==> src/design/irt_pkg.sv <==
// Shared types, codes and constants for the interval round timer.
// No dependencies; every other file refers to it by scoped names.
`default_nettype none

package irt_pkg;

  // request codes of the req_type field; codes 6 and 7 are ignored
  localparam logic [2:0] REQ_ENTER  = 3'd0;
  localparam logic [2:0] REQ_ROTATE = 3'd1;
  localparam logic [2:0] REQ_PRESS  = 3'd2;
  localparam logic [2:0] REQ_INC    = 3'd3;
  localparam logic [2:0] REQ_DEC    = 3'd4;
  localparam logic [2:0] REQ_TICK   = 3'd5;

  // phase codes as reported on phase_now
  localparam logic [2:0] PH_SETUP_CODE  = 3'd0;
  localparam logic [2:0] PH_WORK_CODE   = 3'd1;
  localparam logic [2:0] PH_REST_CODE   = 3'd2;
  localparam logic [2:0] PH_PAUSED_CODE = 3'd3;
  localparam logic [2:0] PH_DONE_CODE   = 3'd4;

  // setup fields
  localparam logic [2:0] FLD_WORK_MIN = 3'd0;
  localparam logic [2:0] FLD_WORK_SEC = 3'd1;
  localparam logic [2:0] FLD_REST_MIN = 3'd2;
  localparam logic [2:0] FLD_REST_SEC = 3'd3;
  localparam logic [2:0] FLD_ROUNDS   = 3'd4;

  // configuration register indexes
  localparam logic [1:0] REG_WORK   = 2'd0;
  localparam logic [1:0] REG_REST   = 2'd1;
  localparam logic [1:0] REG_ROUNDS = 2'd2;

  localparam logic [12:0] MAX_TOTAL    = 13'd5999;
  localparam logic [6:0]  MAX_MINS     = 7'd99;
  localparam logic [6:0]  MAX_ROUNDS   = 7'd99;
  localparam logic [12:0] DEFAULT_WORK = 13'd30;
  localparam logic [12:0] SEC_PER_MIN  = 13'd60;
  localparam logic [22:0] MS_PER_SEC   = 23'd1000;
  // floor(65536 / 60): quotient estimate is exact or one short
  localparam logic [10:0] RECIP_60     = 11'd1092;

  typedef enum logic [4:0] {
    PH_SETUP  = 5'b00001,
    PH_WORK   = 5'b00010,
    PH_REST   = 5'b00100,
    PH_PAUSED = 5'b01000,
    PH_DONE   = 5'b10000
  } phase_e;

  typedef struct packed {
    logic [6:0] mins;
    logic [5:0] secs;
  } min_sec_t;

  typedef struct packed {
    logic [2:0]  req;
    logic [6:0]  step;
    logic [15:0] elapsed;
  } item_t;

  // settings as loaded on enter, already substituted and saturated
  typedef struct packed {
    logic [12:0] work_len;
    min_sec_t    work_ms;
    logic [12:0] rest_len;
    min_sec_t    rest_ms;
    logic [6:0]  rounds;
  } cfg_load_t;

  typedef struct packed {
    logic [2:0]  phase;
    logic [2:0]  field;
    logic [6:0]  round_now;
    logic [6:0]  rounds_total;
    logic [12:0] work_seconds;
    logic [12:0] rest_seconds;
    logic [23:0] time_left;
    logic        save;
  } result_t;

  // split a total of at most MAX_TOTAL seconds into minutes and seconds
  function automatic min_sec_t split_time(input logic [12:0] total);
    logic [23:0] prod;
    logic [7:0]  q;
    logic [12:0] r;
    min_sec_t    res;
    prod = 24'(total) * 24'(RECIP_60);
    q    = prod[23:16];
    r    = total - 13'(q) * SEC_PER_MIN;
    if (r >= SEC_PER_MIN) begin
      q = q + 8'd1;
      r = r - SEC_PER_MIN;
    end
    res.mins = q[6:0];
    res.secs = r[5:0];
    return res;
  endfunction

  function automatic logic [2:0] phase_code(input phase_e ph);
    logic [2:0] code;
    unique case (ph)
      PH_SETUP:  code = PH_SETUP_CODE;
      PH_WORK:   code = PH_WORK_CODE;
      PH_REST:   code = PH_REST_CODE;
      PH_PAUSED: code = PH_PAUSED_CODE;
      PH_DONE:   code = PH_DONE_CODE;
      default:   code = PH_SETUP_CODE;
    endcase
    return code;
  endfunction

endpackage

`default_nettype wire

==> src/design/irt_cfg.sv <==
// Configuration registers of the interval round timer on an APB-style port.
// Depends on irt_pkg; presents the settings that an enter request loads.
`default_nettype none

module irt_cfg (
  input  wire logic               clk_i,
  input  wire logic               rst_ni,
  input  wire logic               psel,
  input  wire logic               penable,
  input  wire logic               pwrite,
  input  wire logic [3:0]         paddr,
  input  wire logic [31:0]        pwdata,
  output logic      [31:0]        prdata,
  output logic                    pready,
  output irt_pkg::cfg_load_t      load_o
);

  logic [12:0] work_q;
  logic [12:0] rest_q;
  logic [6:0]  rounds_q;
  logic        wr_en;
  logic [1:0]  reg_idx;
  logic [12:0] work_sat;
  logic [12:0] rest_sat;
  logic [6:0]  rounds_sub;

  assign pready  = 1'b1;
  assign reg_idx = paddr[3:2];
  assign wr_en   = psel && penable && pwrite && pready;

  always_ff @(posedge clk_i or negedge rst_ni) begin
    if (!rst_ni) begin
      work_q   <= '0;
      rest_q   <= '0;
      rounds_q <= '0;
    end else if (wr_en) begin
      unique case (reg_idx)
        irt_pkg::REG_WORK:   work_q   <= pwdata[12:0];
        irt_pkg::REG_REST:   rest_q   <= pwdata[12:0];
        irt_pkg::REG_ROUNDS: rounds_q <= pwdata[6:0];
        default: ;
      endcase
    end
  end

  always_comb begin
    unique case (reg_idx)
      irt_pkg::REG_WORK:   prdata = 32'(work_q);
      irt_pkg::REG_REST:   prdata = 32'(rest_q);
      irt_pkg::REG_ROUNDS: prdata = 32'(rounds_q);
      default:             prdata = '0;
    endcase
  end

  // substitute zero, then saturate
  always_comb begin
    if (work_q == '0) begin
      work_sat = irt_pkg::DEFAULT_WORK;
    end else if (work_q > irt_pkg::MAX_TOTAL) begin
      work_sat = irt_pkg::MAX_TOTAL;
    end else begin
      work_sat = work_q;
    end
    rest_sat = (rest_q > irt_pkg::MAX_TOTAL) ? irt_pkg::MAX_TOTAL : rest_q;
    if (rounds_q == '0) begin
      rounds_sub = 7'd1;
    end else if (rounds_q > irt_pkg::MAX_ROUNDS) begin
      rounds_sub = irt_pkg::MAX_ROUNDS;
    end else begin
      rounds_sub = rounds_q;
    end
  end

  assign load_o.work_len = work_sat;
  assign load_o.work_ms  = irt_pkg::split_time(work_sat);
  assign load_o.rest_len = rest_sat;
  assign load_o.rest_ms  = irt_pkg::split_time(rest_sat);
  assign load_o.rounds   = rounds_sub;

endmodule

`default_nettype wire

==> src/design/irt_core.sv <==
// Timer state and its single-pass update for one request.
// Depends on irt_pkg; driven by the input stage of the top level.
`default_nettype none

module irt_core (
  input  wire logic               clk_i,
  input  wire logic               rst_ni,
  input  wire logic               advance_i,
  input  wire irt_pkg::item_t     item_i,
  input  wire irt_pkg::cfg_load_t load_i,
  output irt_pkg::result_t        result_o
);

  irt_pkg::phase_e   phase_q, phase_d;
  irt_pkg::phase_e   resume_q, resume_d;
  logic [2:0]        field_q, field_d;
  logic [12:0]       work_len_q, work_len_d;
  irt_pkg::min_sec_t work_t_q, work_t_d;
  logic [12:0]       rest_len_q, rest_len_d;
  irt_pkg::min_sec_t rest_t_q, rest_t_d;
  logic [6:0]        limit_q, limit_d;
  logic [6:0]        index_q, index_d;
  logic [23:0]       rem_q, rem_d;
  logic              save;

  // edit datapath
  logic              ed_work;
  logic              ed_min;
  irt_pkg::min_sec_t ed_src;
  logic signed [8:0] min_sum;
  logic signed [7:0] sec_sum;
  logic [6:0]        min_new;
  logic [5:0]        sec_new;
  irt_pkg::min_sec_t ed_res;
  logic [12:0]       ed_tot;
  logic signed [8:0] rnd_sum;
  logic [6:0]        rnd_new;

  // countdown datapath
  logic [24:0]       rem_sub;
  logic              rem_out;
  logic [23:0]       work_ms;
  logic [23:0]       rest_ms;

  assign ed_work = (field_q == irt_pkg::FLD_WORK_MIN) || (field_q == irt_pkg::FLD_WORK_SEC);
  assign ed_min  = (field_q == irt_pkg::FLD_WORK_MIN) || (field_q == irt_pkg::FLD_REST_MIN);
  assign ed_src  = ed_work ? work_t_q : rest_t_q;

  assign min_sum = $signed({2'b00, ed_src.mins}) + $signed({{2{item_i.step[6]}}, item_i.step});
  assign sec_sum = $signed({2'b00, ed_src.secs}) + $signed({item_i.step[6], item_i.step});
  assign rnd_sum = $signed({2'b00, limit_q}) + $signed({{2{item_i.step[6]}}, item_i.step});

  always_comb begin
    if (min_sum < 0) begin
      min_new = '0;
    end else if (min_sum > $signed(9'(irt_pkg::MAX_MINS))) begin
      min_new = irt_pkg::MAX_MINS;
    end else begin
      min_new = min_sum[6:0];
    end

    // wrap seconds into 0..59; the sum spans -64..122
    if (sec_sum < -8'sd60) begin
      sec_new = 6'(sec_sum + 8'sd120);
    end else if (sec_sum < 0) begin
      sec_new = 6'(sec_sum + 8'sd60);
    end else if (sec_sum >= 8'sd120) begin
      sec_new = 6'(sec_sum - 8'sd120);
    end else if (sec_sum >= 8'sd60) begin
      sec_new = 6'(sec_sum - 8'sd60);
    end else begin
      sec_new = sec_sum[5:0];
    end

    ed_res.mins = ed_min ? min_new : ed_src.mins;
    ed_res.secs = ed_min ? ed_src.secs : sec_new;
    ed_tot      = 13'(ed_res.mins) * irt_pkg::SEC_PER_MIN + 13'(ed_res.secs);
    // work never drops below one second; 99:59 is the ceiling by construction
    if (ed_work && ed_tot == '0) begin
      ed_tot      = 13'd1;
      ed_res.secs = 6'd1;
    end

    if (rnd_sum < 9'sd1) begin
      rnd_new = 7'd1;
    end else if (rnd_sum > $signed(9'(irt_pkg::MAX_ROUNDS))) begin
      rnd_new = irt_pkg::MAX_ROUNDS;
    end else begin
      rnd_new = rnd_sum[6:0];
    end
  end

  assign rem_sub = {rem_q[23], rem_q} - {9'b0, item_i.elapsed};
  assign rem_out = rem_sub[24] || (rem_sub == '0);
  assign work_ms = {1'b0, 23'(work_len_q) * irt_pkg::MS_PER_SEC};
  assign rest_ms = {1'b0, 23'(rest_len_q) * irt_pkg::MS_PER_SEC};

  always_comb begin
    phase_d    = phase_q;
    resume_d   = resume_q;
    field_d    = field_q;
    work_len_d = work_len_q;
    work_t_d   = work_t_q;
    rest_len_d = rest_len_q;
    rest_t_d   = rest_t_q;
    limit_d    = limit_q;
    index_d    = index_q;
    rem_d      = rem_q;
    save       = 1'b0;

    case (item_i.req)
      irt_pkg::REQ_ENTER: begin
        work_len_d = load_i.work_len;
        work_t_d   = load_i.work_ms;
        rest_len_d = load_i.rest_len;
        rest_t_d   = load_i.rest_ms;
        limit_d    = load_i.rounds;
        phase_d    = irt_pkg::PH_SETUP;
        field_d    = irt_pkg::FLD_WORK_MIN;
        index_d    = '0;
        rem_d      = '0;
      end
      irt_pkg::REQ_ROTATE: begin
        if (phase_q == irt_pkg::PH_SETUP) begin
          if (field_q == irt_pkg::FLD_ROUNDS) begin
            limit_d = rnd_new;
          end else if (ed_work) begin
            work_len_d = ed_tot;
            work_t_d   = ed_res;
          end else begin
            rest_len_d = ed_tot;
            rest_t_d   = ed_res;
          end
        end
      end
      irt_pkg::REQ_PRESS: begin
        if (phase_q == irt_pkg::PH_SETUP) begin
          field_d = (field_q == irt_pkg::FLD_ROUNDS) ? irt_pkg::FLD_WORK_MIN
                                                     : field_q + 3'd1;
        end else begin
          save    = 1'b1;
          phase_d = irt_pkg::PH_SETUP;
          field_d = irt_pkg::FLD_WORK_MIN;
        end
      end
      irt_pkg::REQ_INC: begin
        unique case (phase_q) inside
          irt_pkg::PH_SETUP, irt_pkg::PH_DONE: begin
            save    = (phase_q == irt_pkg::PH_SETUP);
            index_d = 7'd1;
            phase_d = irt_pkg::PH_WORK;
            rem_d   = work_ms;
          end
          irt_pkg::PH_PAUSED: phase_d = resume_q;
          default: ;
        endcase
      end
      irt_pkg::REQ_DEC: begin
        unique case (phase_q) inside
          irt_pkg::PH_WORK, irt_pkg::PH_REST: begin
            resume_d = phase_q;
            phase_d  = irt_pkg::PH_PAUSED;
          end
          irt_pkg::PH_PAUSED: phase_d = resume_q;
          irt_pkg::PH_DONE:   phase_d = irt_pkg::PH_SETUP;
          default: ;
        endcase
      end
      irt_pkg::REQ_TICK: begin
        if (phase_q == irt_pkg::PH_WORK || phase_q == irt_pkg::PH_REST) begin
          rem_d = rem_sub[23:0];
          if (rem_out) begin
            if (phase_q == irt_pkg::PH_WORK && rest_len_q != '0 && index_q < limit_q) begin
              phase_d = irt_pkg::PH_REST;
              rem_d   = rest_ms;
            end else if (index_q < limit_q) begin
              index_d = index_q + 7'd1;
              phase_d = irt_pkg::PH_WORK;
              rem_d   = work_ms;
            end else begin
              phase_d = irt_pkg::PH_DONE;
            end
          end
        end
      end
      default: ;
    endcase
  end

  always_ff @(posedge clk_i or negedge rst_ni) begin
    if (!rst_ni) begin
      phase_q       <= irt_pkg::PH_SETUP;
      resume_q      <= irt_pkg::PH_SETUP;
      field_q       <= irt_pkg::FLD_WORK_MIN;
      work_len_q    <= irt_pkg::DEFAULT_WORK;
      work_t_q.mins <= '0;
      work_t_q.secs <= 6'd30;
      rest_len_q    <= '0;
      rest_t_q      <= '0;
      limit_q       <= 7'd1;
      index_q       <= '0;
      rem_q         <= '0;
    end else if (advance_i) begin
      phase_q    <= phase_d;
      resume_q   <= resume_d;
      field_q    <= field_d;
      work_len_q <= work_len_d;
      work_t_q   <= work_t_d;
      rest_len_q <= rest_len_d;
      rest_t_q   <= rest_t_d;
      limit_q    <= limit_d;
      index_q    <= index_d;
      rem_q      <= rem_d;
    end
  end

  assign result_o.phase        = irt_pkg::phase_code(phase_d);
  assign result_o.field        = field_d;
  assign result_o.round_now    = index_d;
  assign result_o.rounds_total = limit_d;
  assign result_o.work_seconds = work_len_d;
  assign result_o.rest_seconds = rest_len_d;
  assign result_o.time_left    = rem_d;
  assign result_o.save         = save;

endmodule

`default_nettype wire

==> src/design/interval_round_timer_top.sv <==
// Interval round timer: input register, single-pass state update, result register.
// A request in the input register is processed once the result register is free
// or being taken. Throughput: one request per cycle while results are taken.
// Depends on irt_pkg, irt_cfg and irt_core.
// Reset (rst_ni low, asynchronous) clears both stages and puts the timer in setup.
`default_nettype none

module interval_round_timer_top (
  input  wire logic               clk_i,
  input  wire logic               rst_ni,
  input  wire logic               in_valid_i,
  output logic                    in_ready_o,
  input  wire logic [2:0]         req_type_i,
  input  wire logic signed [6:0]  rotate_step_i,
  input  wire logic [15:0]        elapsed_ms_i,
  output logic                    out_valid_o,
  input  wire logic               out_ready_i,
  output logic [2:0]              phase_now_o,
  output logic [2:0]              field_now_o,
  output logic [6:0]              round_now_o,
  output logic [6:0]              rounds_total_o,
  output logic [12:0]             work_seconds_o,
  output logic [12:0]             rest_seconds_o,
  output logic signed [23:0]      time_left_ms_o,
  output logic                    save_settings_o,
  input  wire logic               psel,
  input  wire logic               penable,
  input  wire logic               pwrite,
  input  wire logic [3:0]         paddr,
  input  wire logic [31:0]        pwdata,
  output logic [31:0]             prdata,
  output logic                    pready
);

  logic               in_valid_q;
  irt_pkg::item_t     item_q;
  logic               out_valid_q;
  irt_pkg::result_t   res_q;
  irt_pkg::result_t   res_d;
  irt_pkg::cfg_load_t load;
  logic               in_xfer;
  logic               advance;

  assign advance    = in_valid_q && (!out_valid_q || out_ready_i);
  assign in_ready_o = !in_valid_q || advance;
  assign in_xfer    = in_valid_i && in_ready_o;

  always_ff @(posedge clk_i or negedge rst_ni) begin
    if (!rst_ni) begin
      in_valid_q <= 1'b0;
    end else if (in_xfer) begin
      in_valid_q <= 1'b1;
    end else if (advance) begin
      in_valid_q <= 1'b0;
    end
  end

  always_ff @(posedge clk_i) begin
    if (in_xfer) begin
      item_q.req     <= req_type_i;
      item_q.step    <= rotate_step_i;
      item_q.elapsed <= elapsed_ms_i;
    end
  end

  irt_cfg u_cfg (
    .clk_i   (clk_i),
    .rst_ni  (rst_ni),
    .psel    (psel),
    .penable (penable),
    .pwrite  (pwrite),
    .paddr   (paddr),
    .pwdata  (pwdata),
    .prdata  (prdata),
    .pready  (pready),
    .load_o  (load)
  );

  irt_core u_core (
    .clk_i     (clk_i),
    .rst_ni    (rst_ni),
    .advance_i (advance),
    .item_i    (item_q),
    .load_i    (load),
    .result_o  (res_d)
  );

  // hold the result until the transfer completes
  always_ff @(posedge clk_i or negedge rst_ni) begin
    if (!rst_ni) begin
      out_valid_q <= 1'b0;
    end else if (advance) begin
      out_valid_q <= 1'b1;
    end else if (out_ready_i) begin
      out_valid_q <= 1'b0;
    end
  end

  always_ff @(posedge clk_i) begin
    if (advance) begin
      res_q <= res_d;
    end
  end

  assign out_valid_o     = out_valid_q;
  assign phase_now_o     = res_q.phase;
  assign field_now_o     = res_q.field;
  assign round_now_o     = res_q.round_now;
  assign rounds_total_o  = res_q.rounds_total;
  assign work_seconds_o  = res_q.work_seconds;
  assign rest_seconds_o  = res_q.rest_seconds;
  assign time_left_ms_o  = $signed(res_q.time_left);
  assign save_settings_o = res_q.save;

  a_stall_only_when_full: assert property (@(posedge clk_i) disable iff (!rst_ni)
    !in_ready_o |-> (in_valid_q && out_valid_q && !out_ready_i))
    else $error("input stalled while the result register could move");

  a_save_phase: assert property (@(posedge clk_i) disable iff (!rst_ni)
    (out_valid_o && save_settings_o) |->
      (phase_now_o == irt_pkg::PH_SETUP_CODE || phase_now_o == irt_pkg::PH_WORK_CODE))
    else $error("save strobe outside a start or a return to setup");

  a_work_nonzero: assert property (@(posedge clk_i) disable iff (!rst_ni)
    out_valid_o |-> (work_seconds_o != '0 && rounds_total_o != '0))
    else $error("work length or round count reached zero");

  a_round_bound: assert property (@(posedge clk_i) disable iff (!rst_ni)
    (out_valid_o && phase_now_o == irt_pkg::PH_WORK_CODE) |-> (round_now_o != '0))
    else $error("work phase without a round");

endmodule

`default_nettype wire
==> config.mk <==
export PLATFORM = sky130hd
export DESIGN_NAME = interval_round_timer_top
export DESIGN_NICKNAME = d
export VERILOG_FILES = /design/src/design/irt_pkg.sv /design/src/design/irt_cfg.sv /design/src/design/irt_core.sv /design/src/design/interval_round_timer_top.sv
export SDC_FILE = /design/constraint.sdc
export NUM_CORES = 1
export LEC_CHECK = 0
export ABC_AREA = 1
export ABC_CLOCK_PERIOD_IN_PS = 13900
export BUFFER_PORTS_ARGS = -buffer_cell sky130_fd_sc_hd__buf_2
export CORE_UTILIZATION = 50
export DETAILED_ROUTE_END_ITERATION = 6
export HOLD_SLACK_MARGIN = 0.03
export PLACE_DENSITY = 0.68
export SETUP_SLACK_MARGIN = 0.05
export SYNTH_ARGS = -nofsm -noshare
export SYNTH_HDL_FRONTEND = slang
export SYNTH_SLANG_ARGS = --single-unit
==> constraint.sdc <==
create_clock -name clk_i -period 13.9 [get_ports clk_i]
set_input_delay 1.39 -clock clk_i [delete_from_list [all_inputs] [get_ports clk_i]]
set_output_delay 1.39 -clock clk_i [all_outputs]
set_load 0.005 [all_outputs]
==> impl_metrics.yaml <==
floorplan:
  io-pin-count: 175
  placeableCoreArea_sq_um: 49100
  floorplan.die.width_um: 225
  die_h_um: 225
  fp.dieArea_sq_um: 50800
  initial_utilization_pct: 50.8
  core.rowCount: 81
cts:
  cts_setup_buffers: 0
  cts_max_level: 1
  tritoncts: "done"
  worstSkewPairLatency_ns: 0.57
  clk_transition_reported_paths_ns: 0.06
  cts_hold_repair.buffers: 0
  cts_root_buf: "sky130_fd_sc_hd__clkbuf_16"
  cts-resized-gates: 0
  cts_num_sinks: 235
  clock_tree.buffer_depth: 3
  cts_made_buffers: 29
critical_path:
  timing.critical_path.required_ns: 14.40
  cp_slowest_cell: "sky130_fd_sc_hd__xor2_1"
  worst_ep_arrival_time_ns: 9.69
  slowest_delay_ns: 0.63
  critical_path_class: "reg2reg"
  setup.reg_to_reg.worst_slack_ns: 4.71
  crit_top_cell: "sky130_fd_sc_hd__nand2_1"
  cp_max_fo: 16
  timing.critical_path.to_type: "flip-flop"
  startpoint_type: "flip-flop"
timing:
  worstMarginPinSlew_ns: 1.34
  maxSlewViolCount: 0
  final.period_utilization_pct: 66.1
  rsz0062_at_grt: "false"
  clock.fmax_mhz: 109
  fin_ws_ns: 4.71
  final-hold-violation-count: 0
  clock_skew_ns: 0.0117
  setup_viol_count_final: 0
  setup_tns_ns: 0
  min_period_ns: 9.19
  timing.max_slew.rel_slack_pct: 10.6
placed_design:
  dp_hpwl_um: 56500
  gp_congestion: 0.968
  preCtsSetupSlack_ns: 4.78
  count_of_input_and_output_buffers: 133
  placed_cell_area_sq_um: 26200
drt:
  route.detailed.wl_per_inst_um: 17.2
  final_antenna_net_count: 0
  totalWireLength_um: 69800
  viasPerCell: 5.42
  vias: 22018
  iter_0_drt_violations: 1413
  dr.pass1.iters: 5
  drc: 0
finish:
  fin_util_pct: 55.4
  fillers: 4682
  most_common_cell_after_layout_fill_and_taps_aside: "sky130_fd_sc_hd__nand2_1"
  postLayoutCellArea_sq_um: 27200
  total_area_of_multi_input_combinational_cells_sq_um: 16200
  most_frequent_cells_in_the_layout: "sky130_fd_sc_hd__nand2_1, sky130_fd_sc_hd__inv_1, sky130_fd_sc_hd__ha_1"
  fraction_of_layout_cells_with_a_size_suffix_above_1_pct: 8.21
  area_delta_synth_final_pct: 9.01
  antenna_cells: 0
  post_layout_nets: 3887
  flip_flop_and_latch_area_sq_um: 6380
hold_path:
  holdCritPathClass: "reg2reg"
grt:
  grt_use_total_pct: 27.9
  grt_pass1_vias: 21854
  grt_first_pass_wirelength_um: 112000
  grt_start_max_net_pins: 105
  grt_antenna_before_repair: 1
  grt-ovfl-total: 0
status:
  status: "completed"
yosys:
  syn-mean-instance-area_sq_um: 7.63
  post_synth_num_cell_types: 53
  synth_edf_count: 97
  ys.warnings.count: 0
  syn-instance-count: 3268
  ys_ff_latch: 235
  seq_area_frac_synth_pct: 25.6
  synth.cell_area_sq_um: 24900
  asyncSetResetFlopFracSynth_pct: 58.7
  ys_dominant_reg_cell: "sky130_fd_sc_hd__dfrtp_1"
run:
  cap_viol_max_count: 0
[logic make-up (layout without fill, tap and decap cells)]
group                      after synthesis  in the layout  share of synthesized area [%]
AOI/OAI and AO/OA                      561            561                           12.7
adders and majority gates              444            444                           26.3
other                                    2             20                         0.0301
DFF                                    235            235                           25.6
and+or+nand+nor                       1284           1284                           21.5
buffers and inverters                  628            739                           9.89
xor gates and xnor gates               114            114                           4.00
[metrics by stage]
| stage | instances | hold WS [ns] |
|---|---|---|
| global route | 4061 | 0.457 |
| detailed placement | 4007 | 0.437 |
| floorplan | 3286 | 0.424 |
| finish | 4061 | 0.445 |
| CTS | 4061 | 0.446 |
| global placement | 4007 | 0.434 |
[registers in the layout, summed over array words and instances, names as in the netlist, 5 cells and up]
signal,count
u_cfg.work_q,13
u_cfg.rounds_q,7
u_core.rest_len_q,13
u_core.work_len_q,13
u_core.phase_q,5
u_core.work_t_q,13
u_cfg.rest_q,13
rounds_total_o,7
work_seconds_o,13
rest_seconds_o,13
u_core.rest_t_q,13
u_core.resume_q,5
time_left_ms_o,24
u_core.limit_q,7
item_q,26
u_core.index_q,7
u_core.rem_q,24
round_now_o,7
[cell usage after synthesis, types with 14 or more instances]
cell type | number | share of area, %
sky130_fd_sc_hd__buf_4 | 21 | 0.63
sky130_fd_sc_hd__nor2_1 | 168 | 2.5
sky130_fd_sc_hd__o221ai_1 | 20 | 0.70
sky130_fd_sc_hd__nor3_1 | 21 | 0.42
sky130_fd_sc_hd__xor2_1 | 73 | 2.6
sky130_fd_sc_hd__edfxtp_1 | 97 | 12
sky130_fd_sc_hd__nand4_1 | 43 | 1.1
sky130_fd_sc_hd__fa_1 | 133 | 11
sky130_fd_sc_hd__inv_1 | 519 | 7.8
sky130_fd_sc_hd__or2_2 | 16 | 0.40
sky130_fd_sc_hd__xnor2_1 | 41 | 1.4
sky130_fd_sc_hd__clkbuf_1 | 54 | 0.81
sky130_fd_sc_hd__nand2_1 | 823 | 12
sky130_fd_sc_hd__o21ai_0 | 208 | 4.2
sky130_fd_sc_hd__o211ai_1 | 41 | 1.2
sky130_fd_sc_hd__dfrtp_1 | 127 | 13
sky130_fd_sc_hd__nand2_2 | 14 | 0.35
sky130_fd_sc_hd__a21oi_1 | 203 | 4.1
sky130_fd_sc_hd__ha_1 | 311 | 16
sky130_fd_sc_hd__o22ai_1 | 21 | 0.53
sky130_fd_sc_hd__nand3_1 | 161 | 3.2
[worst max-delay path: cells and delay by family (launching register included)]
family | cells | cell delay [ns]
AOI/OAI and AO/OA | 9 | 1.43
DFF | 1 | 0.44
and+or+nand+nor | 20 | 2.79
adders and majority gates | 8 | 3.19
buffers and inverters | 5 | 0.49
xor gates and xnor gates | 2 | 0.77
[per-layer routing]
| layer | track usage, % | share of wire, % | up-vias |
|---|---|---|---|
| met2 | 49.6 | 49 | 610 |
| met3 | 2.71 | 4.4 | 162 |
| met4 | 12.6 | 4.8 | 0 |
| li1 | - | - | 10850 |
| met1 | 33.9 | 41 | 10396 |
| met5 | 0 | 0 | - |
[worst paths after layout]
path                                            end  depth (start not counted)          startpoint
worst max-delay path            u_core.rest_t_q[10]                         44     u_cfg.rest_q[4]
worst min-delay path             u_core.resume_q[0]                          2  u_core.resume_q[0]
worst max register to register  u_core.rest_t_q[10]                         44     u_cfg.rest_q[4]
worst min register to register   u_core.resume_q[0]                          2  u_core.resume_q[0]
max in group asynchronous           u_cfg.work_q[5]                          2              rst_ni
min in group asynchronous        u_core.work_t_q[9]                          1              rst_ni
[layout make-up]
class,count,area share (%)
Multi-Input combinational cell,2423,59.5
Clock buffer,35,2.94
Sequential cell,235,23.5
Inverter,536,7.42
Clock inverter,19,0.686
Tap cell,664,3.06
Timing Repair Buffer,149,2.91
Power is not shown: default switching activity piles up to over one toggle a cycle in this logic, so the estimate is an artifact.
